$ cat src/hdl/pwtm_pkg.sv
// ----------------------------------------------------------------------------
// pwtm_pkg
// Types, constants and the control store of the trimmed-mean pH block.
// ----------------------------------------------------------------------------
package pwtm_pkg;

  localparam int SAMPLE_W    = 10;
  localparam int SAMPLE_MAX  = 1023;
  localparam int SLOPE_W     = 13;
  localparam int OFFSET_W    = 12;
  localparam int Q6_W        = 16;
  localparam int PH_W        = 17;
  localparam int Q_FRAC      = 6;
  localparam int SCALE_SHIFT = 10;
  localparam int ADDR_W      = 3;
  localparam int DATA_W      = 32;
  localparam int STEP_W      = 3;

  localparam logic [SLOPE_W-1:0]  SLOPE_RESET  = 13'd3500;
  localparam logic [OFFSET_W-1:0] OFFSET_RESET = 12'd0;

  localparam logic REG_SLOPE  = 1'b0;
  localparam logic REG_OFFSET = 1'b1;

  typedef logic [STEP_W-1:0] step_t;

  localparam step_t STEP_IDLE  = 3'd0;
  localparam step_t STEP_SCAN  = 3'd1;
  localparam step_t STEP_DRAIN = 3'd2;
  localparam step_t STEP_TRIM  = 3'd3;
  localparam step_t STEP_MUL   = 3'd4;
  localparam step_t STEP_SCALE = 3'd5;
  localparam step_t STEP_DIV   = 3'd6;
  localparam step_t STEP_OUT   = 3'd7;

  typedef enum logic [2:0] {
    COND_NEVER     = 3'd0,
    COND_NO_INPUT  = 3'd1,
    COND_SCAN_MORE = 3'd2,
    COND_OUT_BUSY  = 3'd4
  } cond_t;

  typedef struct packed {
    logic  take_in;
    logic  cnt_clr;
    logic  cnt_inc;
    logic  mem_rd;
    logic  trim_ld;
    logic  mul_ld;
    logic  scale_ld;
    logic  div_step;
    logic  out_ld;
    cond_t cond;
    step_t target;
  } ctl_word_t;

  // The step after the last one wraps to the idle step.
  function automatic ctl_word_t ucode(input step_t s);
    ctl_word_t w;
    w = '{take_in: 1'b0, cnt_clr: 1'b0, cnt_inc: 1'b0, mem_rd: 1'b0,
          trim_ld: 1'b0, mul_ld: 1'b0, scale_ld: 1'b0, div_step: 1'b0,
          out_ld: 1'b0, cond: COND_NEVER, target: STEP_IDLE};
    unique case (s)
      STEP_IDLE: begin
        w.take_in = 1'b1;
        w.cnt_clr = 1'b1;
        w.cond    = COND_NO_INPUT;
        w.target  = STEP_IDLE;
      end
      STEP_SCAN: begin
        w.cnt_inc = 1'b1;
        w.mem_rd  = 1'b1;
        w.cond    = COND_SCAN_MORE;
        w.target  = STEP_SCAN;
      end
      STEP_DRAIN: begin
        w.cond = COND_NEVER;
      end
      STEP_TRIM: begin
        w.trim_ld = 1'b1;
      end
      STEP_MUL: begin
        w.mul_ld  = 1'b1;
        w.cnt_clr = 1'b1;
      end
      STEP_SCALE: begin
        w.scale_ld = 1'b1;
      end
      STEP_DIV: begin
        w.div_step = 1'b1;
      end
      STEP_OUT: begin
        w.out_ld = 1'b1;
        w.cond   = COND_OUT_BUSY;
        w.target = STEP_OUT;
      end
    endcase
    return w;
  endfunction

endpackage

$ cat src/hdl/pwtm_ram.sv
// ----------------------------------------------------------------------------
// pwtm_ram
// Generic single-write, single-read RAM with a registered read port.
// ----------------------------------------------------------------------------
module pwtm_ram #(
  parameter int WIDTH = 10,
  parameter int DEPTH = 40
) (
  input  logic                     clk,
  input  logic                     we,
  input  logic [$clog2(DEPTH)-1:0] waddr,
  input  logic [WIDTH-1:0]         wdata,
  input  logic                     re,
  input  logic [$clog2(DEPTH)-1:0] raddr,
  output logic [WIDTH-1:0]         rdata
);

  logic [WIDTH-1:0] mem [DEPTH];

  always_ff @(posedge clk) begin
    if (we) begin
      mem[waddr] <= wdata;
    end
    if (re) begin
      rdata <= mem[raddr];
    end
  end

endmodule

$ cat src/hdl/ph_window_trimmed_mean.sv
// ----------------------------------------------------------------------------
// ph_window_trimmed_mean
// Moving-window trimmed mean of pH converter samples and conversion to pH.
// ----------------------------------------------------------------------------
// Each accepted sample overwrites the oldest entry of a WINDOW-deep ring that
// reads as zero until written. A small control program then scans the ring
// through the single read port of its RAM, one entry per cycle, drops one
// minimum and one maximum, and divides both results by WINDOW-2 with one
// multiplication by a fixed reciprocal each. The result is loaded once the
// output register is free, and the next sample is accepted only after that,
// when the control program is back in its idle step. A new sample
// is accepted while the previous result still waits in the output register.
module ph_window_trimmed_mean #(
  parameter int WINDOW = 40
) (
  input  logic                         clk,
  input  logic                         rst,
  input  logic                         in_valid,
  output logic                         in_ready,
  input  logic [pwtm_pkg::SAMPLE_W-1:0] sample,
  output logic                         out_valid,
  input  logic                         out_ready,
  output logic [pwtm_pkg::Q6_W-1:0]    trimmed_mean_q6,
  output logic [pwtm_pkg::PH_W-1:0]    ph_milli,
  input  logic                         psel,
  input  logic                         penable,
  input  logic                         pwrite,
  input  logic [pwtm_pkg::ADDR_W-1:0]  paddr,
  input  logic [pwtm_pkg::DATA_W-1:0]  pwdata,
  output logic [pwtm_pkg::DATA_W-1:0]  prdata,
  output logic                         pready
);

  import pwtm_pkg::*;

  localparam int AW      = $clog2(WINDOW);
  localparam int FILL_W  = $clog2(WINDOW + 1);
  localparam int SUM_W   = $clog2(WINDOW * SAMPLE_MAX + 1);
  localparam int NW      = SUM_W + Q_FRAC;
  localparam int PROD_W  = SUM_W + SLOPE_W;
  localparam int P5_W    = PROD_W + 3;
  localparam int DIVISOR = WINDOW - 2;
  localparam int DIV_L   = $clog2(DIVISOR);
  localparam int DIV_S   = NW + DIV_L;
  localparam int RECIP_W = NW + 1;
  localparam int QP_W    = NW + RECIP_W;
  localparam longint unsigned RECIP =
      ((64'd1 << DIV_S) + 64'(DIVISOR) - 64'd1) / 64'(DIVISOR);
  localparam int CNT_W   = $clog2(WINDOW);
  localparam int CMP_W   = (CNT_W > FILL_W) ? CNT_W : FILL_W;

  step_t             step;
  step_t             step_next;
  ctl_word_t         word;
  logic              jump;
  logic              accept;
  logic              out_busy;
  logic              cfg_write;

  logic [CNT_W-1:0]  cnt;
  logic [AW-1:0]     wr_ptr;
  logic [FILL_W-1:0] fill;
  logic              rd_vld;
  logic              rd_ok;
  logic [SAMPLE_W-1:0] rd_data;
  logic [SAMPLE_W-1:0] v;

  logic [SUM_W-1:0]  sum;
  logic [SAMPLE_W-1:0] mn;
  logic [SAMPLE_W-1:0] mx;
  logic [SUM_W-1:0]  trim;
  logic [PROD_W-1:0] prod;
  logic [P5_W-1:0]   p5;

  logic [NW-1:0]     numa;
  logic [NW-1:0]     numb;
  logic [QP_W-1:0]   qa;
  logic [QP_W-1:0]   qb;

  logic [SLOPE_W-1:0]  slope;
  logic [OFFSET_W-1:0] offset;

  assign word     = ucode(step);
  assign in_ready = word.take_in;
  assign accept   = in_valid & word.take_in;
  assign out_busy = out_valid & ~out_ready;

  always_comb begin
    unique case (word.cond)
      COND_NEVER:     jump = 1'b0;
      COND_NO_INPUT:  jump = ~in_valid;
      COND_SCAN_MORE: jump = (cnt != CNT_W'(WINDOW - 1));
      COND_OUT_BUSY:  jump = out_busy;
      default:        jump = 1'b0;
    endcase
    step_next = jump ? word.target : step + 1'b1;
  end

  always_ff @(posedge clk) begin
    if (rst) begin
      step <= STEP_IDLE;
    end else begin
      step <= step_next;
    end
  end

  always_ff @(posedge clk) begin
    if (rst) begin
      cnt <= '0;
    end else if (word.cnt_clr) begin
      cnt <= '0;
    end else if (word.cnt_inc) begin
      cnt <= cnt + 1'b1;
    end
  end

  always_ff @(posedge clk) begin
    if (rst) begin
      wr_ptr <= '0;
      fill   <= '0;
    end else if (accept) begin
      wr_ptr <= (wr_ptr == AW'(WINDOW - 1)) ? '0 : wr_ptr + 1'b1;
      if (fill != FILL_W'(WINDOW)) begin
        fill <= fill + 1'b1;
      end
    end
  end

  pwtm_ram #(
    .WIDTH(SAMPLE_W),
    .DEPTH(WINDOW)
  ) u_ring (
    .clk  (clk),
    .we   (accept),
    .waddr(wr_ptr),
    .wdata(sample),
    .re   (word.mem_rd),
    .raddr(cnt[AW-1:0]),
    .rdata(rd_data)
  );

  always_ff @(posedge clk) begin
    if (rst) begin
      rd_vld <= 1'b0;
      rd_ok  <= 1'b0;
    end else begin
      rd_vld <= word.mem_rd;
      rd_ok  <= (CMP_W'(cnt) < CMP_W'(fill));
    end
  end

  assign v = rd_ok ? rd_data : '0;

  always_ff @(posedge clk) begin
    if (accept) begin
      sum <= '0;
      mn  <= SAMPLE_W'(SAMPLE_MAX);
      mx  <= '0;
    end else if (rd_vld) begin
      sum <= sum + SUM_W'(v);
      if (v < mn) begin
        mn <= v;
      end
      if (v > mx) begin
        mx <= v;
      end
    end
  end

  assign p5 = P5_W'({prod, 2'b00}) + P5_W'(prod);

  assign qa = QP_W'(numa) * QP_W'(RECIP);
  assign qb = QP_W'(numb) * QP_W'(RECIP);

  always_ff @(posedge clk) begin
    if (word.trim_ld) begin
      trim <= sum - SUM_W'(mn) - SUM_W'(mx);
    end
    if (word.mul_ld) begin
      prod <= PROD_W'(trim) * PROD_W'(slope);
      numa <= {trim, Q_FRAC'(0)};
    end
    if (word.scale_ld) begin
      numb <= p5[SCALE_SHIFT +: NW];
    end
    if (word.div_step) begin
      numa <= NW'(qa >> DIV_S);
      numb <= NW'(qb >> DIV_S);
    end
  end

  always_ff @(posedge clk) begin
    if (rst) begin
      out_valid <= 1'b0;
    end else if (word.out_ld && !out_busy) begin
      out_valid <= 1'b1;
    end else if (out_ready) begin
      out_valid <= 1'b0;
    end
  end

  always_ff @(posedge clk) begin
    if (word.out_ld && !out_busy) begin
      trimmed_mean_q6 <= numa[Q6_W-1:0];
      ph_milli        <= numb[PH_W-1:0]
                         + {{(PH_W - OFFSET_W){offset[OFFSET_W-1]}}, offset};
    end
  end

  assign pready    = 1'b1;
  assign cfg_write = psel & penable & pwrite & pready;

  always_ff @(posedge clk) begin
    if (rst) begin
      slope  <= SLOPE_RESET;
      offset <= OFFSET_RESET;
    end else if (cfg_write) begin
      unique case (paddr[2])
        REG_SLOPE:  slope  <= pwdata[SLOPE_W-1:0];
        REG_OFFSET: offset <= pwdata[OFFSET_W-1:0];
      endcase
    end
  end

  always_comb begin
    unique case (paddr[2])
      REG_SLOPE:  prdata = DATA_W'(slope);
      REG_OFFSET: prdata = {{(DATA_W - OFFSET_W){offset[OFFSET_W-1]}}, offset};
    endcase
  end

endmodule

$ cat config.mk
export PLATFORM = sky130hd
export DESIGN_NAME = ph_window_trimmed_mean
export DESIGN_NICKNAME = d
export VERILOG_FILES = /design/src/hdl/pwtm_pkg.sv /design/src/hdl/pwtm_ram.sv /design/src/hdl/ph_window_trimmed_mean.sv
export SDC_FILE = /design/constraint.sdc
export NUM_CORES = 2
export LEC_CHECK = 0
export BUFFER_PORTS_ARGS = -buffer_cell sky130_fd_sc_hd__buf_4
export CORE_MARGIN = 5
export CORE_UTILIZATION = 45
export CTS_BUF_LIST = sky130_fd_sc_hd__clkbuf_4
export DETAILED_ROUTE_END_ITERATION = 12
export PLACE_DENSITY_LB_ADDON = 0.1
export SYNTH_ARGS = -nofsm -noshare
export SYNTH_HDL_FRONTEND = slang
export SYNTH_SLANG_ARGS = --single-unit
$ cat constraint.sdc
create_clock -name clk -period 6.3 [get_ports clk]
set_clock_uncertainty 0.05 [all_clocks]
set_input_delay 0.315 -clock clk [delete_from_list [all_inputs] [get_ports clk]]
set_output_delay 0.315 -clock clk [all_outputs]
set_load 0.03 [all_outputs]
# Word level (Yosys, flattened, before mapping)
# Memory sizes are Yosys's and may differ from the RTL's. A register that Yosys moved wholly into a read port is not among the register bits.
# Index checks and enable logic that the tools add are counted.
# W data, S select, Z words.
[word_totals]
regBits = 207
ramBits = 400
inputBits = 52
output_inout_bits = 68
elab_cells = 91
mem_count = 1
[classes]
n_addsub = 9
mul = 3
n_lt_le_gt_ge = 3
n_eq_ne = 12
mux = 23
bitwise = 7
reduce_logical = 13
[mem_list]
columns = ["name", "depth", "word_bits", "read_ports", "rd_clocked_by_memory_dff", "write_ports", "line", "text"]
rows = [
  ["u_ring.mem", 40, 10, 1, 1, 1, "pwtm_ram.sv:18", "logic [WIDTH-1:0] mem [DEPTH];"],
]
[ops]
columns = ["op", "count"]
rows = [
  ["$mul A22 B23 Y45 const B", 2],
  ["$mux W17", 4],
  ["$pmux W32 S2", 1],
  ["$add A31 B29 Y32", 1],
  ["$sub A16 B10 Y16", 2],
  ["$mul A16 B13 Y29", 1],
  ["$add A6 B1 Y6 const B", 3],
  ["$add A17 B17 Y17", 1],
  ["$add A16 B10 Y16", 1],
  ["$eq A3 B3 Y1 const B", 5],
  ["$ne A6 B6 Y1 const B", 2],
  ["$mux W1", 11],
  ["$gt A10 B10 Y1", 1],
  ["$lt A10 B10 Y1", 1],
  ["$mux W10", 1],
  ["$reduce_and A2 Y1", 5],
  ["$pmux W3 S3", 1],
  ["$eq A3 B1 Y1 const B", 2],
  ["$eq A3 B2 Y1 const B", 2],
  ["$eq A6 B6 Y1 const B", 1],
  ["$lt A6 B6 Y1", 1],
  ["$mux W6", 1],
  ["$pmux W3 S2", 1],
  ["$reduce_bool A2 Y1", 3],
  ["other kinds (10)", 16],
]

# Longest topological paths before layout
[logic_depth]
ltp_word = 5
depth_mapped = 26
mapped_depth_nobuf = 26

# By module
# From an unflattened synthesis, not the netlist that was laid out.
[hier_totals]
cells_unflattened = 4490
area_unflattened_um2 = 51695.8
[by_module_without_submodules]
columns = ["module", "n_inst", "cells_each", "area_per_inst_um2"]
rows = [
  ["ph_window_trimmed_mean", 1, 3641, 35439.0],
  ["pwtm_ram", 1, 849, 16256.8],
]

# Worst setup path after synthesis
# OpenSTA, ideal clock, no wires.
[synth_path]
path_type = "flip-flop to flip-flop"
from = "register numa[10]"
to = "register numa[10] (data pin)"
setup_time_ns = 0.259
arrival_time_ns = 6.184
setup_slack_ns = -0.192
stages_incl_launch_ff = 23
n_path_buf = 0
period_less_slack_ns = 6.492
cell_sequence = "edfxtp_1 fa_1 fa_1 fa_1 inv_1 fa_1 fa_1 inv_1 fa_1 inv_1 fa_1 inv_1 ha_1 a21oi_1 o21ai_1 a221oi_1 o221a_2 o31ai_4 a31o_2 a21o_1 a21oi_1 nor4b_1 a211o_1"
[synth_between]
elab_chain_len = 2
[synth_rtl]
columns = ["item", "line", "text"]
rows = [
  ["start, declared", "ph_window_trimmed_mean.sv:75", "logic [NW-1:0] numa;"],
  ["start signal, assigned", "ph_window_trimmed_mean.sv:181", "numa <= {trim, Q_FRAC'(0)};"],
  ["start signal, assigned", "ph_window_trimmed_mean.sv:187", "numa <= NW'(qa >> DIV_S);"],
  ["$mul A22 B23 Y45", "ph_window_trimmed_mean.sv:172", "assign qa = QP_W'(numa) * QP_W'(RECIP);"],
  ["$mux W17", "ph_window_trimmed_mean.sv:186", "if (word.div_step) begin"],
]
# Every way passes these cells.
# A chain may end at the register's enable or synchronous reset.

# Worst setup path in the final report
[layout_path]
from = "register numb[1]"
to = "register numb[12] (data pin)"
[layout_between]
elab_chain_len = 2
[layout_rtl]
columns = ["item", "line", "text"]
rows = [
  ["start, declared", "ph_window_trimmed_mean.sv:76", "logic [NW-1:0] numb;"],
  ["start signal, assigned", "ph_window_trimmed_mean.sv:184", "numb <= p5[SCALE_SHIFT +: NW];"],
  ["start signal, assigned", "ph_window_trimmed_mean.sv:188", "numb <= NW'(qb >> DIV_S);"],
  ["$mul A22 B23 Y45", "ph_window_trimmed_mean.sv:173", "assign qb = QP_W'(numb) * QP_W'(RECIP);"],
  ["$mux W17", "ph_window_trimmed_mean.sv:186", ""],
]
# Every way passes these cells.

==> impl_metrics.csv <==
group,metric,value,unit
setup_path,crit_top_cell,"fa_1",
cts,h-tree-depth,4,
die,rows,123,
sta,finalCritPeriodShare,1.04,
cts,root_buffer,"clkbuf_4",
yosys,synth.top_cell.area_share,0.310,
setup_path,rrSetupSlack,-240,ps
yosys,synth_largest_area_cell,"edfxtp_1",
cts,clock_sinks,617,
route,dr.first_iter.drc_count,1502,
route,drc_errors,0,
setup_path,path_buf_inv,6,
setup_path,r2r-start,"numb[1]",
route,dr.pass1.iters,5,
sta,max_freq,153,MHz
die,die-area,0.119,mm2
place,place.gp.congestion,0.888,
hold_path,min_path_type,"in -> reg",
die,die_y,345,um
die,die_w,345,um
grt,grt_pass1_vias,34700,
hold_path,hold-path-cell-count,2,
layout,fillerInstances,10000,
yosys,yosysSeqAreaShare,0.348,
die,ioPinCount,120,
sta,fin_crit,6540,ps
cts,clk_latency,1100,ps
setup_path,crit_type,"reg -> reg",
sta,hold_viol,0,
yosys,netlist_area,0.0505,mm2
cts,cts.clk_slew.worst_paths,80,ps
die,core_area,0.112,mm2
sta,maxSlewHeadroom,0.176,
yosys,ys_async_sr_fraction,0,
cts,cts_tree,"done",
setup_path,rr_worst_depth,24,
yosys,netlist_instances,4196,
cts,clock_path_buffers,3,
cts,cts_buffers,172,
status,status,"complete, but fails checks",
setup_path,r2r-end,"numb[12]",
hold_path,min_from,"sample[2]",
yosys,synth_nets,5417,
job,drv_cap,0,
grt,antenna_found_initial,2,
yosys,yosysWarnings,0,
layout,drive_gt1_frac,0.214,
setup_path,cp_slowest_cell,"fa_2",
sta,finalSetupViolations,21,
grt,grt_max_degree,66,
sta,timing.final.ws_setup,-242,ps
yosys,synth_seq_cells,617,
yosys,synth_edf_count,522,
yosys,postSynthAreaPerCell,12.0,um2
setup_path,critPathMaxStageDelay,620,ps
layout,syn2layout_area_growth,17.0,%
route,wl_per_cell,19.4,um
setup_path,cp.arrival,7280,ps
sta,worst_slew_pin_slew,1230,ps
hold_path,min_to,"u_ring.mem[13][2]",
die,initial_core_util,0.451,
setup_path,critPathTopFamily,"adder cells",
setup_path,worstPathCellList,"fa_2, fa_1, fa_2, fa_1, inv_1, fa_1, inv_1, fa_1, inv_1, fa_1, inv_2, ha_4, a211o_1, a31oi_2, o21ai_2, o211ai_1, buf_4, buf_4, a31oi_2, a221o_1, a21oi_2, xnor2_1, nand2_1, o31ai_1",
route,vias_per_cell,5.04,
route,ant_nets,0,
setup_path,end_kind,"register",
layout,layout.nets,5997,
setup_path,start_kind,"register",
route,route.vias.total,32300,
setup_path,cp.required,7040,ps
route,routed_wl,124,mm
status,violations,"negative setup slack",
yosys,synth_area_leaders,"edfxtp_1, fa_1, ha_1",
setup_path,crit_fanout,3,
grt,grt_usage,0.214,
yosys,synthFlopType,"edfxtp_1",
sta,drv_slew,0,
place,post-dp-hpwl,97.2,mm
grt,grt_pass1_wl,199,mm
place,numPortBuffers,97,
grt,overflow,0,
place,dp_slack,-414,ps
yosys,synth.distinct_cells,83,
sta,rsz0062_at_grt,"yes",
==> layout by cell type, fill, tap and decap left out, types with 14 or more instances in the layout <==
cell type and count:
inv_2 15, xor2_1 38, a21oi_2 16, mux2i_1 35, nor2b_1 35, o21ai_1 34, nor2_1 175, dlygate4sd3_1 60
buf_4 463, and2_1 97, ha_1 611, clkinv_1 20, nand3_1 29, inv_1 795, dfxtp_1 88, a21oi_1 119
a211o_1 15, o21a_1 23, nand4_1 23, fa_2 20, ha_4 15, nor3_1 29, o211ai_1 14, a21o_1 57
clkbuf_4 261, o21ai_0 40, fa_1 518, edfxtp_1 522, xnor2_1 79, mux4_2 120, a211oi_1 21, nand2_1 253
==> kinds of logic (layout without fill, tap and decap cells) <==
| family | count (synthesis) | count (layout) | share of synthesized area |
|---|---|---|---|
| AOI/OAI and AO/OA | 436 | 436 | 0.0565 |
| xor gates and xnor gates | 122 | 122 | 0.0212 |
| adders and majority gates | 1169 | 1169 | 0.370 |
| buffers and inverters | 945 | 1659 | 0.0719 |
| DFF | 617 | 617 | 0.348 |
| muxes | 166 | 166 | 0.0629 |
| other | 1 | 10 | 0.0000742 |
| and+or+nand+nor | 740 | 740 | 0.0700 |
==> flip-flops by register name, summed over array words and instances (netlist names) <==
register / cells
cnt: 6
fill: 6
mn: 10
mx: 10
numa: 22
numb: 22
offset: 12
out_valid: 1
ph_milli: 17
prod: 29
rd_ok: 1
rd_vld: 1
slope: 13
step: 3
sum: 16
trim: 16
trimmed_mean_q6: 16
u_ring.mem: 400
u_ring.rdata: 10
wr_ptr: 6
==> what timing repair did <==
item / 4_1_cts / 5_1_grt
buffers inserted: 16 / 20
pin swaps: 70 / 52
setup endpoints to repair: 30 / 37
hold buffers: 60 / 0
gates resized for setup: 77 / 54
endpoints found under the hold margin: 469 / 0
==> per-layer routing <==
layer  up-vias  global-route usage  part of all wire
met1     16200               0.294              0.46
met5         -                   0                 0
met3       168              0.0296             0.035
li1      15400                   -                 -
met4         0              0.0580             0.022
met2       553               0.360              0.49
==> metrics by stage <==
step / instances / instance area (um2) / hold WS, ps / TNS, ps / utilization
2_1_floorplan: 4196 / 50600 / 364 / -16.9 / -
3_3_place_gp: 6008 / 55300 / 423 / -4450 / 0.494
3_5_place_dp: 6008 / 55300 / 432 / -6810 / 0.494
4_1_cts: 6390 / 58600 / 51.5 / -1670 / 0.523
5_1_grt: 6418 / 59100 / 89.4 / -8510 / 0.527
6_report: 6419 / 59100 / 182 / -2250 / 0.527
==> how the worst max path moves through the flow <==
stage	cells after the start	slack, ps	start	to
4_1_cts	22	-290	numb[2]	numb[15]
2_1_floorplan	22	-20	numa[11]	numa[16]
3_5_place_dp	22	-410	numa[1]	numa[10]
5_1_grt	23	-500	numb[1]	numb[13]
3_3_place_gp	24	-340	numb[10]	numb[16]
6_report	24	-240	numb[1]	numb[12]
==> cells in the mapped netlist, types with 14 or more instances <==
cell,number
inv_1,807
ha_1,631
fa_1,538
edfxtp_1,522
nand2_1,258
nor2_1,176
a21oi_1,136
mux4_2,120
and2_1,98
dfxtp_1,95
clkbuf_1,88
xnor2_1,83
a21o_1,57
o21ai_0,48
xor2_1,39
nor2b_1,37
mux2i_1,35
o21ai_1,32
nand3_1,30
nor3_1,29
nand4_1,23
o21a_1,23
a211oi_1,22
buf_4,19
a31oi_1,17
buf_1,17
a211o_1,15
o211ai_1,14
==> final cells by class <==
cell class / instances / area, um2 / share of cell area
Tap cell: 1500 / 1880 / 0.0318
Sequential cell: 617 / 17600 / 0.298
Multi-Input combinational cell: 2634 / 29900 / 0.506
Clock buffer: 261 / 1960 / 0.0332
Clock inverter: 47 / 347 / 0.00587
Antenna cell: 9 / 22.5 / 0.000381
Inverter: 811 / 3040 / 0.0515
Timing Repair Buffer: 540 / 4320 / 0.0731
Power is not shown: default switching activity piles up to over one toggle a cycle in this logic, so the estimate is an artifact.
